--- src/hdl/eacc_pkg.sv ---
// ----------------------------------------------------------------------------
// eacc_pkg
// Shared types and constants for the charger energy meter: field types,
// operation codes, register indexes, accumulator lane numbering and the
// digit width of the serial datapath.
// ----------------------------------------------------------------------------
package eacc_pkg;

    // field types
    typedef logic [63:0] energy_t;
    typedef logic [39:0] elapsed_t;
    typedef logic [31:0] ms_t;
    typedef logic [31:0] count_t;
    typedef logic [2:0]  op_t;
    typedef logic [13:0] volt_t;
    typedef logic [16:0] amps_t;
    typedef logic [2:0]  weekday_t;
    typedef logic [3:0]  month_t;
    typedef logic [15:0] year_t;
    typedef logic [0:0]  cfg_index_t;
    typedef logic [31:0] cfg_data_t;

    // operation codes
    localparam op_t OP_UPDATE        = 3'd0;
    localparam op_t OP_CLEAR_SESSION = 3'd1;
    localparam op_t OP_IMPORT        = 3'd2;
    localparam op_t OP_RESET_PERIODS = 3'd3;
    localparam op_t OP_FULL_RESET    = 3'd4;

    // configuration register indexes
    localparam cfg_index_t REG_THREE_PHASE     = 1'd0;
    localparam cfg_index_t REG_ROTATE_INTERVAL = 1'd1;

    localparam ms_t ROTATE_INTERVAL_RST = 32'd60000;
    localparam weekday_t SUNDAY         = 3'd0;

    // energy accumulator lanes
    localparam int NUM_LANES    = 6;
    localparam int LANE_SESSION = 0;
    localparam int LANE_TOTAL   = 1;
    localparam int LANE_DAY     = 2;
    localparam int LANE_WEEK    = 3;
    localparam int LANE_MONTH   = 4;
    localparam int LANE_YEAR    = 5;

    // serial datapath: one 8-bit digit per cycle
    localparam int DIGIT_W    = 8;
    localparam int MUL_DIGITS = 32 / DIGIT_W;
    localparam int ACC_DIGITS = 64 / DIGIT_W;
    localparam int EL_DIGITS  = 40 / DIGIT_W;

    typedef logic [DIGIT_W-1:0] digit_t;
    typedef logic [2:0]         digit_cnt_t;

endpackage

--- src/hdl/energy_period_accumulator.sv ---
// ----------------------------------------------------------------------------
// energy_period_accumulator
// Charger energy meter: accumulates V*I*dt into six saturating period
// accumulators, tracks charging time, switch events and calendar rollover.
// A charging update runs V*I, three-phase scaling, the 8-bit digit-serial
// multiply by dt (4 digits) and the accumulator pass (8 digits); imports run
// only the accumulator pass, other transactions only the result load. in_stall
// holds new transactions until the last result is loaded. Reset (rst_n low)
// clears all accumulators and timing state; rotate interval returns to 60000 ms.
// ----------------------------------------------------------------------------
module energy_period_accumulator (
    input  logic                   clk,
    input  logic                   rst_n,
    // configuration
    input  logic                   cfg_write,
    input  eacc_pkg::cfg_index_t   cfg_index,
    input  eacc_pkg::cfg_data_t    cfg_data,
    // input channel
    input  logic                   in_valid,
    output logic                   in_stall,
    input  eacc_pkg::op_t          operation,
    input  eacc_pkg::ms_t          time_ms,
    input  logic                   charging,
    input  logic                   active,
    input  eacc_pkg::volt_t        voltage_dv,
    input  eacc_pkg::amps_t        current_ma,
    input  eacc_pkg::weekday_t     weekday,
    input  eacc_pkg::month_t       month,
    input  eacc_pkg::year_t        year,
    input  eacc_pkg::energy_t      import_energy,
    // output channel
    output logic                   out_valid,
    input  logic                   out_stall,
    output eacc_pkg::energy_t      sess_energy,
    output eacc_pkg::energy_t      lifetime_energy,
    output eacc_pkg::energy_t      day_energy,
    output eacc_pkg::energy_t      week_energy,
    output eacc_pkg::energy_t      month_energy,
    output eacc_pkg::energy_t      year_energy,
    output eacc_pkg::elapsed_t     elapsed_ms,
    output eacc_pkg::count_t       switch_count,
    output logic                   rotated,
    output logic                   imported
);

    import eacc_pkg::*;

    localparam logic [2:0] ST_IDLE = 3'd0;
    localparam logic [2:0] ST_VA   = 3'd1;
    localparam logic [2:0] ST_M3   = 3'd2;
    localparam logic [2:0] ST_DIG  = 3'd3;
    localparam logic [2:0] ST_ACC  = 3'd4;
    localparam logic [2:0] ST_FIN  = 3'd5;

    // control
    logic [2:0]     state_reg, state_next;
    digit_cnt_t     cnt_reg, cnt_next;
    logic           out_valid_reg, out_valid_next;

    // configuration
    logic           three_phase_reg, three_phase_next;
    ms_t            interval_reg, interval_next;

    // architectural state
    energy_t        acc_reg [NUM_LANES];
    energy_t        acc_next [NUM_LANES];
    elapsed_t       el_reg, el_next;
    count_t         switch_reg, switch_next;
    weekday_t       st_wd_reg, st_wd_next;
    month_t         st_mo_reg, st_mo_next;
    year_t          st_yr_reg, st_yr_next;
    logic           imported_reg, imported_next;
    ms_t            last_time_reg, last_time_next;
    logic           started_reg, started_next;
    ms_t            last_rot_reg, last_rot_next;
    logic           last_active_reg, last_active_next;

    // latched transaction fields
    op_t            op_reg, op_next;
    ms_t            now_reg, now_next;
    logic           act_reg, act_next;
    volt_t          volt_reg, volt_next;
    amps_t          amps_reg, amps_next;
    weekday_t       wd_reg, wd_next;
    month_t         mo_reg, mo_next;
    year_t          yr_reg, yr_next;

    // serial datapath
    logic [30:0]    va_reg, va_next;
    logic [32:0]    m_reg, m_next;
    ms_t            mdt_reg, mdt_next;
    ms_t            edt_reg, edt_next;
    logic [33:0]    mcarry_reg, mcarry_next;
    energy_t        add_reg, add_next;
    logic [NUM_LANES-1:0] lane_en_reg, lane_en_next;
    logic           el_en_reg, el_en_next;
    logic [NUM_LANES-1:0] carry_reg, carry_next;
    logic           el_carry_reg, el_carry_next;

    // output register
    energy_t        o_acc_reg [NUM_LANES];
    energy_t        o_acc_next [NUM_LANES];
    elapsed_t       o_el_reg, o_el_next;
    count_t         o_switch_reg, o_switch_next;
    logic           o_rot_reg, o_rot_next;
    logic           o_imp_reg, o_imp_next;

    // combinational temporaries
    ms_t            dt;
    logic [41:0]    mul_sum;
    logic [8:0]     lane_sum;
    logic [8:0]     el_sum;
    logic           cin;
    ms_t            rot_diff;
    logic           wd_chg;
    logic           mo_chg;
    logic           yr_chg;
    logic           rot_flag;

    assign in_stall = (state_reg != ST_IDLE);
    assign out_valid = out_valid_reg;
    assign sess_energy     = o_acc_reg[LANE_SESSION];
    assign lifetime_energy = o_acc_reg[LANE_TOTAL];
    assign day_energy      = o_acc_reg[LANE_DAY];
    assign week_energy     = o_acc_reg[LANE_WEEK];
    assign month_energy    = o_acc_reg[LANE_MONTH];
    assign year_energy     = o_acc_reg[LANE_YEAR];
    assign elapsed_ms      = o_el_reg;
    assign switch_count    = o_switch_reg;
    assign rotated         = o_rot_reg;
    assign imported        = o_imp_reg;

    // next-state logic
    always_comb
    begin
        state_next       = state_reg;
        cnt_next         = cnt_reg;
        out_valid_next   = out_valid_reg;
        three_phase_next = three_phase_reg;
        interval_next    = interval_reg;
        for (int i = 0; i < NUM_LANES; i++)
        begin
            acc_next[i]   = acc_reg[i];
            o_acc_next[i] = o_acc_reg[i];
        end
        el_next          = el_reg;
        switch_next      = switch_reg;
        st_wd_next       = st_wd_reg;
        st_mo_next       = st_mo_reg;
        st_yr_next       = st_yr_reg;
        imported_next    = imported_reg;
        last_time_next   = last_time_reg;
        started_next     = started_reg;
        last_rot_next    = last_rot_reg;
        last_active_next = last_active_reg;
        op_next          = op_reg;
        now_next         = now_reg;
        act_next         = act_reg;
        volt_next        = volt_reg;
        amps_next        = amps_reg;
        wd_next          = wd_reg;
        mo_next          = mo_reg;
        yr_next          = yr_reg;
        va_next          = va_reg;
        m_next           = m_reg;
        mdt_next         = mdt_reg;
        edt_next         = edt_reg;
        mcarry_next      = mcarry_reg;
        add_next         = add_reg;
        lane_en_next     = lane_en_reg;
        el_en_next       = el_en_reg;
        carry_next       = carry_reg;
        el_carry_next    = el_carry_reg;
        o_el_next        = o_el_reg;
        o_switch_next    = o_switch_reg;
        o_rot_next       = o_rot_reg;
        o_imp_next       = o_imp_reg;

        dt       = time_ms - last_time_reg;
        mul_sum  = '0;
        lane_sum = '0;
        el_sum   = '0;
        cin      = 1'b0;
        rot_diff = now_reg - last_rot_reg;
        wd_chg   = 1'b0;
        mo_chg   = 1'b0;
        yr_chg   = 1'b0;
        rot_flag = 1'b0;

        // result taken downstream
        if (out_valid_reg && !out_stall)
        begin
            out_valid_next = 1'b0;
        end

        // configuration writes
        if (cfg_write)
        begin
            case (cfg_index)
                REG_THREE_PHASE:     three_phase_next = cfg_data[0];
                REG_ROTATE_INTERVAL: interval_next    = cfg_data;
                default:             ;
            endcase
        end

        case (state_reg)
            // take a transaction and pick its path
            ST_IDLE:
            begin
                if (in_valid)
                begin
                    op_next   = operation;
                    now_next  = time_ms;
                    act_next  = active;
                    volt_next = voltage_dv;
                    amps_next = current_ma;
                    wd_next   = weekday;
                    mo_next   = month;
                    yr_next   = year;
                    mdt_next  = dt;
                    edt_next  = dt;
                    cnt_next  = '0;
                    if (operation == OP_UPDATE && started_reg && charging)
                    begin
                        lane_en_next = '1;
                        el_en_next   = 1'b1;
                        state_next   = ST_VA;
                    end
                    else if (operation == OP_IMPORT)
                    begin
                        add_next                 = import_energy;
                        lane_en_next             = '0;
                        lane_en_next[LANE_TOTAL] = 1'b1;
                        el_en_next               = 1'b0;
                        state_next               = ST_ACC;
                    end
                    else
                    begin
                        state_next = ST_FIN;
                    end
                end
            end

            // power term V*I
            ST_VA:
            begin
                va_next    = {17'd0, volt_reg} * {14'd0, amps_reg};
                state_next = ST_M3;
            end

            // three-phase scaling of the multiplicand
            ST_M3:
            begin
                if (three_phase_reg)
                    m_next = {2'b00, va_reg} + {1'b0, va_reg, 1'b0};
                else
                    m_next = {2'b00, va_reg};
                state_next = ST_DIG;
            end

            // digit-serial multiply by dt, LSB digit first
            ST_DIG:
            begin
                mul_sum = ({9'd0, m_reg} * {34'd0, mdt_reg[DIGIT_W-1:0]})
                        + {8'd0, (cnt_reg == '0) ? 34'd0 : mcarry_reg};
                mcarry_next = mul_sum[41:8];
                mdt_next    = {{DIGIT_W{1'b0}}, mdt_reg[31:DIGIT_W]};
                add_next    = {mul_sum[DIGIT_W-1:0], add_reg[63:DIGIT_W]};
                cnt_next    = cnt_reg + 3'd1;
                if (cnt_reg == 3'(MUL_DIGITS - 1))
                begin
                    // increment saturates if the product spills past 64 bits
                    if (mul_sum[41:40] != 2'b00)
                        add_next = '1;
                    else
                        add_next = {mul_sum[39:8], mul_sum[DIGIT_W-1:0],
                                    add_reg[63:40]};
                    cnt_next   = '0;
                    state_next = ST_ACC;
                end
            end

            // digit-serial saturating adds on every enabled lane
            ST_ACC:
            begin
                for (int i = 0; i < NUM_LANES; i++)
                begin
                    cin      = (cnt_reg == '0) ? 1'b0 : carry_reg[i];
                    lane_sum = {1'b0, acc_reg[i][DIGIT_W-1:0]}
                             + {1'b0, add_reg[DIGIT_W-1:0]} + {8'd0, cin};
                    carry_next[i] = lane_sum[8];
                    if (lane_en_reg[i])
                    begin
                        if (cnt_reg == 3'(ACC_DIGITS - 1) && lane_sum[8])
                            acc_next[i] = '1;
                        else
                            acc_next[i] = {lane_sum[DIGIT_W-1:0],
                                           acc_reg[i][63:DIGIT_W]};
                    end
                end
                // elapsed time rides along over its five digits
                cin    = (cnt_reg == '0) ? 1'b0 : el_carry_reg;
                el_sum = {1'b0, el_reg[DIGIT_W-1:0]}
                       + {1'b0, edt_reg[DIGIT_W-1:0]} + {8'd0, cin};
                el_carry_next = el_sum[8];
                if (el_en_reg && cnt_reg < 3'(EL_DIGITS))
                begin
                    if (cnt_reg == 3'(EL_DIGITS - 1) && el_sum[8])
                        el_next = '1;
                    else
                        el_next = {el_sum[DIGIT_W-1:0], el_reg[39:DIGIT_W]};
                end
                edt_next = {{DIGIT_W{1'b0}}, edt_reg[31:DIGIT_W]};
                add_next = {{DIGIT_W{1'b0}}, add_reg[63:DIGIT_W]};
                cnt_next = cnt_reg + 3'd1;
                if (cnt_reg == 3'(ACC_DIGITS - 1))
                begin
                    cnt_next   = '0;
                    state_next = ST_FIN;
                end
            end

            // bookkeeping, calendar check and result load
            ST_FIN:
            begin
                if (!out_valid_reg || !out_stall)
                begin
                    case (op_reg)
                        OP_UPDATE:
                        begin
                            if (act_reg != last_active_reg)
                                switch_next = switch_reg + 32'd1;
                            last_active_next = act_reg;
                            last_time_next   = now_reg;
                            if (!started_reg)
                            begin
                                started_next = 1'b1;
                            end
                            else if (rot_diff >= interval_reg)
                            begin
                                last_rot_next = now_reg;
                                wd_chg = (st_wd_reg != wd_reg);
                                mo_chg = (st_mo_reg != mo_reg);
                                yr_chg = (st_yr_reg != yr_reg);
                                if (wd_chg)
                                begin
                                    acc_next[LANE_DAY] = '0;
                                    if (wd_reg == SUNDAY)
                                        acc_next[LANE_WEEK] = '0;
                                    st_wd_next = wd_reg;
                                end
                                if (mo_chg)
                                begin
                                    acc_next[LANE_MONTH] = '0;
                                    st_mo_next = mo_reg;
                                end
                                if (yr_chg)
                                begin
                                    acc_next[LANE_YEAR] = '0;
                                    st_yr_next = yr_reg;
                                end
                                rot_flag = wd_chg || mo_chg || yr_chg;
                            end
                        end
                        OP_CLEAR_SESSION:
                        begin
                            acc_next[LANE_SESSION] = '0;
                            el_next = '0;
                        end
                        OP_IMPORT:
                        begin
                            imported_next = 1'b1;
                        end
                        OP_RESET_PERIODS, OP_FULL_RESET:
                        begin
                            for (int i = 0; i < NUM_LANES; i++)
                            begin
                                if (i != LANE_TOTAL)
                                    acc_next[i] = '0;
                            end
                            el_next    = '0;
                            st_wd_next = wd_reg;
                            st_mo_next = mo_reg;
                            st_yr_next = yr_reg;
                            if (op_reg == OP_FULL_RESET)
                            begin
                                acc_next[LANE_TOTAL] = '0;
                                switch_next = '0;
                            end
                        end
                        default: ;
                    endcase

                    for (int i = 0; i < NUM_LANES; i++)
                    begin
                        o_acc_next[i] = acc_next[i];
                    end
                    o_el_next      = el_next;
                    o_switch_next  = switch_next;
                    o_rot_next     = rot_flag;
                    o_imp_next     = imported_next;
                    out_valid_next = 1'b1;
                    state_next     = ST_IDLE;
                end
            end

            default:
            begin
                state_next = ST_IDLE;
            end
        endcase
    end

    // control and architectural state
    always_ff @(posedge clk or negedge rst_n)
    begin
        if (!rst_n)
        begin
            state_reg       <= ST_IDLE;
            cnt_reg         <= '0;
            out_valid_reg   <= 1'b0;
            three_phase_reg <= 1'b0;
            interval_reg    <= ROTATE_INTERVAL_RST;
            for (int i = 0; i < NUM_LANES; i++)
            begin
                acc_reg[i] <= '0;
            end
            el_reg          <= '0;
            switch_reg      <= '0;
            st_wd_reg       <= '0;
            st_mo_reg       <= '0;
            st_yr_reg       <= '0;
            imported_reg    <= 1'b0;
            last_time_reg   <= '0;
            started_reg     <= 1'b0;
            last_rot_reg    <= '0;
            last_active_reg <= 1'b0;
        end
        else
        begin
            state_reg       <= state_next;
            cnt_reg         <= cnt_next;
            out_valid_reg   <= out_valid_next;
            three_phase_reg <= three_phase_next;
            interval_reg    <= interval_next;
            for (int i = 0; i < NUM_LANES; i++)
            begin
                acc_reg[i] <= acc_next[i];
            end
            el_reg          <= el_next;
            switch_reg      <= switch_next;
            st_wd_reg       <= st_wd_next;
            st_mo_reg       <= st_mo_next;
            st_yr_reg       <= st_yr_next;
            imported_reg    <= imported_next;
            last_time_reg   <= last_time_next;
            started_reg     <= started_next;
            last_rot_reg    <= last_rot_next;
            last_active_reg <= last_active_next;
        end
    end

    // payload and datapath registers
    always_ff @(posedge clk)
    begin
        op_reg        <= op_next;
        now_reg       <= now_next;
        act_reg       <= act_next;
        volt_reg      <= volt_next;
        amps_reg      <= amps_next;
        wd_reg        <= wd_next;
        mo_reg        <= mo_next;
        yr_reg        <= yr_next;
        va_reg        <= va_next;
        m_reg         <= m_next;
        mdt_reg       <= mdt_next;
        edt_reg       <= edt_next;
        mcarry_reg    <= mcarry_next;
        add_reg       <= add_next;
        lane_en_reg   <= lane_en_next;
        el_en_reg     <= el_en_next;
        carry_reg     <= carry_next;
        el_carry_reg  <= el_carry_next;
        for (int i = 0; i < NUM_LANES; i++)
        begin
            o_acc_reg[i] <= o_acc_next[i];
        end
        o_el_reg      <= o_el_next;
        o_switch_reg  <= o_switch_next;
        o_rot_reg     <= o_rot_next;
        o_imp_reg     <= o_imp_next;
    end

endmodule
--- config.mk ---
export PLATFORM = sky130hd
export DESIGN_NAME = energy_period_accumulator
export DESIGN_NICKNAME = d
export VERILOG_FILES = /design/src/hdl/eacc_pkg.sv /design/src/hdl/energy_period_accumulator.sv
export SDC_FILE = /design/constraint.sdc
export NUM_CORES = 2
export LEC_CHECK = 0
export BUFFER_PORTS_ARGS = -buffer_cell sky130_fd_sc_hd__buf_4
export CAP_MARGIN = 40
export CELL_PAD_IN_SITES_DETAIL_PLACEMENT = 0
export CELL_PAD_IN_SITES_GLOBAL_PLACEMENT = 1
export CORE_UTILIZATION = 30
export CTS_BUF_LIST = sky130_fd_sc_hd__clkbuf_8
export DETAILED_ROUTE_END_ITERATION = 12
export PLACE_DENSITY = 0.59
export SYNTH_ARGS = -nofsm -noshare
export SYNTH_HDL_FRONTEND = slang
export SYNTH_SLANG_ARGS = --single-unit
export TNS_END_PERCENT = 100
--- constraint.sdc ---
create_clock -name clk -period 17.6 [get_ports clk]
set_clock_uncertainty 0.2 [all_clocks]
set_input_delay 0 -clock clk [delete_from_list [all_inputs] [get_ports clk]]
set_output_delay 0 -clock clk [all_outputs]
set_load 0.01 [all_outputs]
=== Yosys cells after proc, flatten, opt, wreduce, memory -nomap -nowiden ===
Memory sizes are Yosys's and may differ from the RTL's.
Index checks and enable logic that the tools add are counted.

* Flip-flop bits (word level): 989
* RAM bits: 384
* Input bits: 193
* Output and inout bits: 460
* Memories kept: 1

{| class="wikitable"
|+ Memories
! memory !! words !! bits a word !! rd ports !! clocked after Yosys merged registers in !! write ports !! RTL line !! source
|-
| o_acc_reg || 6 || 64 || 6 || 0 || 6 || energy_period_accumulator.sv:101 || <nowiki>energy_t o_acc_reg [NUM_LANES];</nowiki>
|}

* Add/subtract/negate cells: 20
* $mul: 2
* $lt $le $gt $ge: 2
* Equal/unequal tests: 34
* Mux-type cells: 80
* Bitwise gates (word level): 1
* Reduce and logical (&&, ||, !) cells: 54

{| class="wikitable"
|+ Operators by type and width
! operator !! count
|-
| 64-bit two-way mux || 22
|-
| 384-bit two-way mux || 3
|-
| 384-bit case mux with 2 select lines || 1
|-
| 256-bit two-way mux || 2
|-
| 256-bit case mux with 2 select lines || 1
|-
| 32-bit case mux with 2 select lines || 3
|-
| 64-bit case mux with 3 select lines || 1
|-
| 40-bit two-way mux || 4
|-
| 128-bit two-way mux || 1
|-
| 32-bit two-way mux || 3
|-
| 40-bit case mux with 2 select lines || 1
|-
| 32-bit subtractor || 2
|-
| 8-bit by 8-bit adder with 9-bit output || 7
|-
| 9-bit by 1-bit adder with 9-bit output || 7
|-
| 16-bit two-way mux || 3
|-
| 41-bit by 34-bit adder with 42-bit output || 1
|-
| 33-bit by 8-bit multiplier with 41-bit output || 1
|-
| 34-bit two-way mux || 1
|-
| 2-bit inequality test (second input constant) || 17
|-
| 31-bit by 32-bit adder with 33-bit output || 1
|-
| 3-bit two-way mux || 11
|-
| 32-bit by 1-bit adder with 32-bit output (second input constant) || 1
|-
| 32-bit greater-or-equal comparator || 1
|-
| 16-bit case mux with 2 select lines || 1
|-
| 32 further kinds || 97
|}

=== Longest topological paths before layout ===
* Depth after elaboration: 8
* Depth in mapped cells: 27

=== Worst setup path after synthesis ===
OpenSTA, ideal clock, no wires.

* Path type: reg-to-reg
* Start: reg state_reg[0]
* End: reg o_el_reg[0] (netlist: elapsed_ms[0]), enable pin
* Library setup time: 1001 ps
* Arrival time: 14119 ps
* Required time: 16399 ps
* Slack: 2280 ps
* Cell stages (with the launch flop): 8
* Path buffers: 3
* Period minus slack after synthesis: 15320 ps
* Cells stage by stage: dfrtp_1 -> buf_2 -> nand2_1 -> nor2_1 -> nand2_1 -> clkinv_1 -> clkbuf_1 -> clkbuf_1

* Cells in the longest elaborated chain, start to end: 2

{| class="wikitable"
|+ Ends and longest elaborated chain
! item !! RTL line !! source
|-
| from (decl) || energy_period_accumulator.sv:56 || <nowiki>logic [2:0] state_reg, state_next;</nowiki>
|-
| from (signal assigned) || energy_period_accumulator.sv:441 || <nowiki>state_reg <= state_next;</nowiki>
|-
| 3-bit equality test || energy_period_accumulator.sv:206 || <nowiki>case (state_reg)</nowiki>
|-
| 2-bit AND reduction (no source line) || n/a ||
|-
| to (signal assigned) || energy_period_accumulator.sv:488 || <nowiki>o_el_reg <= o_el_next;</nowiki>
|-
| to (decl) || energy_period_accumulator.sv:103 || <nowiki>elapsed_t o_el_reg, o_el_next;</nowiki>
|}

Every way passes these cells.
A chain may end at the register's enable or synchronous reset.

=== Worst setup path after layout ===
* Start: reg cnt_reg[0]
* End: reg add_reg[9] (data pin)

* Cells in the longest elaborated chain, start to end: 7
* Elaborated cells between the ends (all ways): 8

{| class="wikitable"
|+ Ends and longest elaborated chain
! item !! RTL line !! source
|-
| from (decl) || energy_period_accumulator.sv:57 || <nowiki>digit_cnt_t cnt_reg, cnt_next;</nowiki>
|-
| from (signal assigned) || energy_period_accumulator.sv:442 || <nowiki>cnt_reg <= cnt_next;</nowiki>
|-
| 3-bit zero test || energy_period_accumulator.sv:265 || <nowiki>+ {8'd0, (cnt_reg == '0) ? 34'd0 : mcarry_reg};</nowiki>
|-
| 34-bit two-way mux || energy_period_accumulator.sv:265 ||
|-
| 41-bit by 34-bit adder with 42-bit output || energy_period_accumulator.sv:265 ||
|-
| 2-bit nonzero test || energy_period_accumulator.sv:273 || <nowiki>if (mul_sum[41:40] != 2'b00)</nowiki>
|-
| 64-bit two-way mux || energy_period_accumulator.sv:273 ||
|-
| 64-bit two-way mux * || energy_period_accumulator.sv:270 || <nowiki>if (cnt_reg == 3'(MUL_DIGITS - 1))</nowiki>
|-
| 64-bit case mux with 3 select lines * || energy_period_accumulator.sv:206 ||
|-
| named net add_next[9] || energy_period_accumulator.sv:94 || <nowiki>energy_t add_reg, add_next;</nowiki>
|-
| to (signal assigned) || energy_period_accumulator.sv:479 || <nowiki>add_reg <= add_next;</nowiki>
|-
| to (decl) || energy_period_accumulator.sv:94 ||
|}

Mark *: on every way through the listed nets, which the timed path passes. The rest lies on a longest branch.

==> out/qor.json <==
{
  "floorplan": {
    "die_x_um": 515,
    "floorplan.io_pins": 653,
    "design.die.area_sq_um": 266000,
    "standard_cell_row_count": 188,
    "design.core.area_sq_um": 262000,
    "die_height_um": 515,
    "start_util_pct": 30.2
  },
  "sta": {
    "grt_setup_unrepaired": "no",
    "final_hold_viol_count": 0,
    "timing.final.max_slew_violations": 0,
    "worstMarginPinSlew_ns": 1.24,
    "maxSlewHeadroom_pct": 17.6,
    "post_route_fraction_of_the_period_consumed_by_the_critical_path_pct": 41.7,
    "worst_setup_slack_after_layout_ns": 10.27,
    "timing.final.setup_violations": 0,
    "fin_setup_tns_ns": 0,
    "max_freq_mhz": 136,
    "finalWorstPathRequiredPeriod_ns": 7.33
  },
  "logic_synthesis": {
    "synth_top_cells_by_count": "nand2_1 (1164), edfxtp_1 (782), inv_1 (633)",
    "syn_area_per_cell_sq_um": 10.4,
    "yosys-top-cells-area": "edfxtp_1 (30%), dfrtp_1 (18%), fa_1 (10%)",
    "synth_top_flop_cell": "edfxtp_1",
    "synth-seq-area-share_pct": 48.2,
    "synth_cell_type_count": 87,
    "synth_top_cell_by_area": "edfxtp_1",
    "ys_async_sr_fraction_pct": 42.8,
    "synthesis.nets": 8523,
    "post_synth_instance_area_sq_um": 79100,
    "yosys.area.top_type_share_pct": 29.7,
    "synth_warnings": 0,
    "synth.ff_latch_count": 1368,
    "synth.most_common_cell": "nand2_1",
    "syn_inst": 7574,
    "number_of_synthesized_flops_with_an_enable_pin": 782
  },
  "cts": {
    "clk_pin_slew_ns": 0.06,
    "htree_levels": 5,
    "total_clock_buffers_created_by_cts": 281,
    "cts_hold_repair.buffers": 475,
    "clock_insertion_delay_worst_skew_ns": 1.00,
    "clock-sinks": 1368,
    "maximum_clock_path_buffer_count": 4,
    "cts.repair.resized": 0,
    "count_of_buffers_added_by_post_cts_timing_repair_for_setup": 0,
    "cts_tree": "built",
    "cts_root_buf": "clkbuf_8"
  },
  "outcome": {
    "run_status": "finished clean"
  },
  "job": {
    "number_of_max_cap_violations": 0
  },
  "global_routing": {
    "track_usage_pct": 18.4,
    "grt_antenna_before_repair": 9,
    "first_global_vias": 60200,
    "leftover_overflow_at_the_end_of_global_routing": 0,
    "grt_pass1_wl_mm": 374,
    "grt_max_degree": 177
  },
  "placement": {
    "gp_congestion": 0.816,
    "detailedPlacementHpwl_mm": 174,
    "portBuffers": 652,
    "pre_cts_slack_ns": 10.18
  },
  "setup_path": {
    "timing.critical_path.buf_inv": 6,
    "path_max_fanout": 41,
    "timing.critical_path.slowest_stage_cell": "fa_1",
    "required_ns": 18.08,
    "capturing_element_type_of_the_critical_path": "flop",
    "cp_slowest_stage_delay_ns": 0.55,
    "rr_startpoint": "cnt_reg[0]",
    "critical_path.startpoint_type": "flop",
    "timing.critical_path.arrival_ns": 7.81,
    "critical-path-top-delay-family": "adder cells",
    "path_cells": "inv_1 > ha_1 > nand2_2 > buf_4 > nand2_1 > fa_1 > inv_1 > fa_1 > fa_1 > inv_1 > fa_1 > inv_1 > ha_1 > a21oi_1 > a21oi_1 > a311oi_1 > nand3_1 > a21oi_2 > nor3_1 > a31oi_2 > nand4_4 > buf_12 > o22ai_1 > o21ai_0",
    "critPathKind": "reg2reg",
    "crit_path_start": "cnt_reg[0]"
  },
  "final_layout": {
    "syn_to_final_growth_pct": 24.0,
    "final-seq-area_sq_um": 38200,
    "multi_input_comb_area_sq_um": 37200,
    "finish.utilization_pct": 37.4,
    "design.final.nets": 9627,
    "fill_cells": 26000,
    "fraction_of_final_layout_cells_sized_beyond_drive_strength_1_pct": 14.4
  },
  "detailed_routing": {
    "detailroute.via_count": 59200,
    "detailed_routing_iteration_count_for_the_pre_antenna_repair_pass": 6,
    "detail_route.vias_per_cell": 4.77,
    "drtIter0Drc": 4214,
    "post_detailed_route_wirelength_per_cell_um": 19.9,
    "antenna_left": 0,
    "drc": 0,
    "drt-total-wl_mm": 247
  },
  "worst_hold_path": {
    "min_path_type": "in2reg",
    "hold_path.startpoint": "time_ms[2]"
  }
}
## area by class of cell
class | count | area share [%]
clock inverters | 179 | 1.11
well taps | 3515 | 4.48
flip-flops and latches | 1368 | 38.9
repair buffers | 1213 | 10.8
multi-input cells | 5179 | 37.9
clock buffers | 308 | 4.32
inverters | 635 | 2.44
diodes | 6 | 0.0153
## stage by stage
stage / std cells / cell area, sq um / hold slack [ns]
floorplan: 7574 / 79100 / -0.496
global placement: 11400 / 87600 / -0.0985
detailed placement: 11400 / 88000 / -0.0957
CTS: 12400 / 98100 / 0.00273
global route: 12400 / 98100 / 0.0903
finish: 12400 / 98100 / 0.139
## per-layer routing
| layer | vias to the layer above | routed length, um | track usage [%] |
|---|---|---|---|
| li1 | 28000 | - | - |
| met1 | 29400 | 110000 | 24.5 |
| met2 | 1530 | 118000 | 30.3 |
| met3 | 320 | 13100 | 3.19 |
| met4 | 2 | 6300 | 5.36 |
| met5 | - | 10 | 0 |
## cells by family (layout without fill, tap and decap cells)
group	after synthesis	after routing	synth area share, %
AND/OR/NAND/NOR	2589	2589	15.3
AO/OA/AOI/OAI	1481	1481	11.3
flip-flops	1368	1368	48.2
buffers and inverters	1027	2335	5.00
adder cells (fa/ha/maj)	756	756	15.9
XOR/XNOR	230	230	2.55
multiplexers	123	123	1.74
other	0	6	0
## final timing paths
path                                end  slack [ns]  cells after the start
max in group asynchronous  acc_reg[154]       14.09                      9
setup reg to reg             add_reg[9]       10.27                     24
hold reg to reg              edt_reg[8]        0.27                      2
setup / recovery             add_reg[9]       10.27                     24
min in group asynchronous  acc_reg[342]        0.50                      5
hold / removal               edt_reg[2]        0.14                      5
## worst min-delay path: stages
cell           delay, ns
dlygate4sd3_1       0.57
buf_4               0.12
ha_1                0.19
xor2_1              0.12
o21ai_0             0.14
## layout by cell type, fill, tap and decap left out, drive strengths merged, types with 8 or more instances in the layout
| master | count |
|---|---|
| nand2 | 1164 |
| edfxtp | 782 |
| buf | 739 |
| inv | 729 |
| and2 | 613 |
| dfrtp | 579 |
| dlygate4sd3 | 474 |
| nor2 | 474 |
| o21ai | 443 |
| fa | 414 |
| a21oi | 372 |
| ha | 342 |
| clkbuf | 308 |
| o22ai | 201 |
| xnor2 | 140 |
| mux2 | 119 |
| a21o | 109 |
| xor2 | 90 |
| and3 | 86 |
| a31oi | 77 |
| clkinv | 65 |
| a22oi | 60 |
| nand3 | 56 |
| o211ai | 44 |
| nor3 | 40 |
| o31ai | 38 |
| nor2b | 28 |
| o21bai | 26 |
| nand2b | 26 |
| nand3b | 20 |
| nand4 | 20 |
| o21a | 18 |
| a211oi | 18 |
| nor4 | 14 |
| bufinv | 13 |
| or3 | 11 |
| nand4b | 10 |
| or2 | 10 |
| and4 | 8 |
| o221ai | 8 |
Power is not shown: default switching activity piles up to over one toggle a cycle in this logic, so the estimate is an artifact.
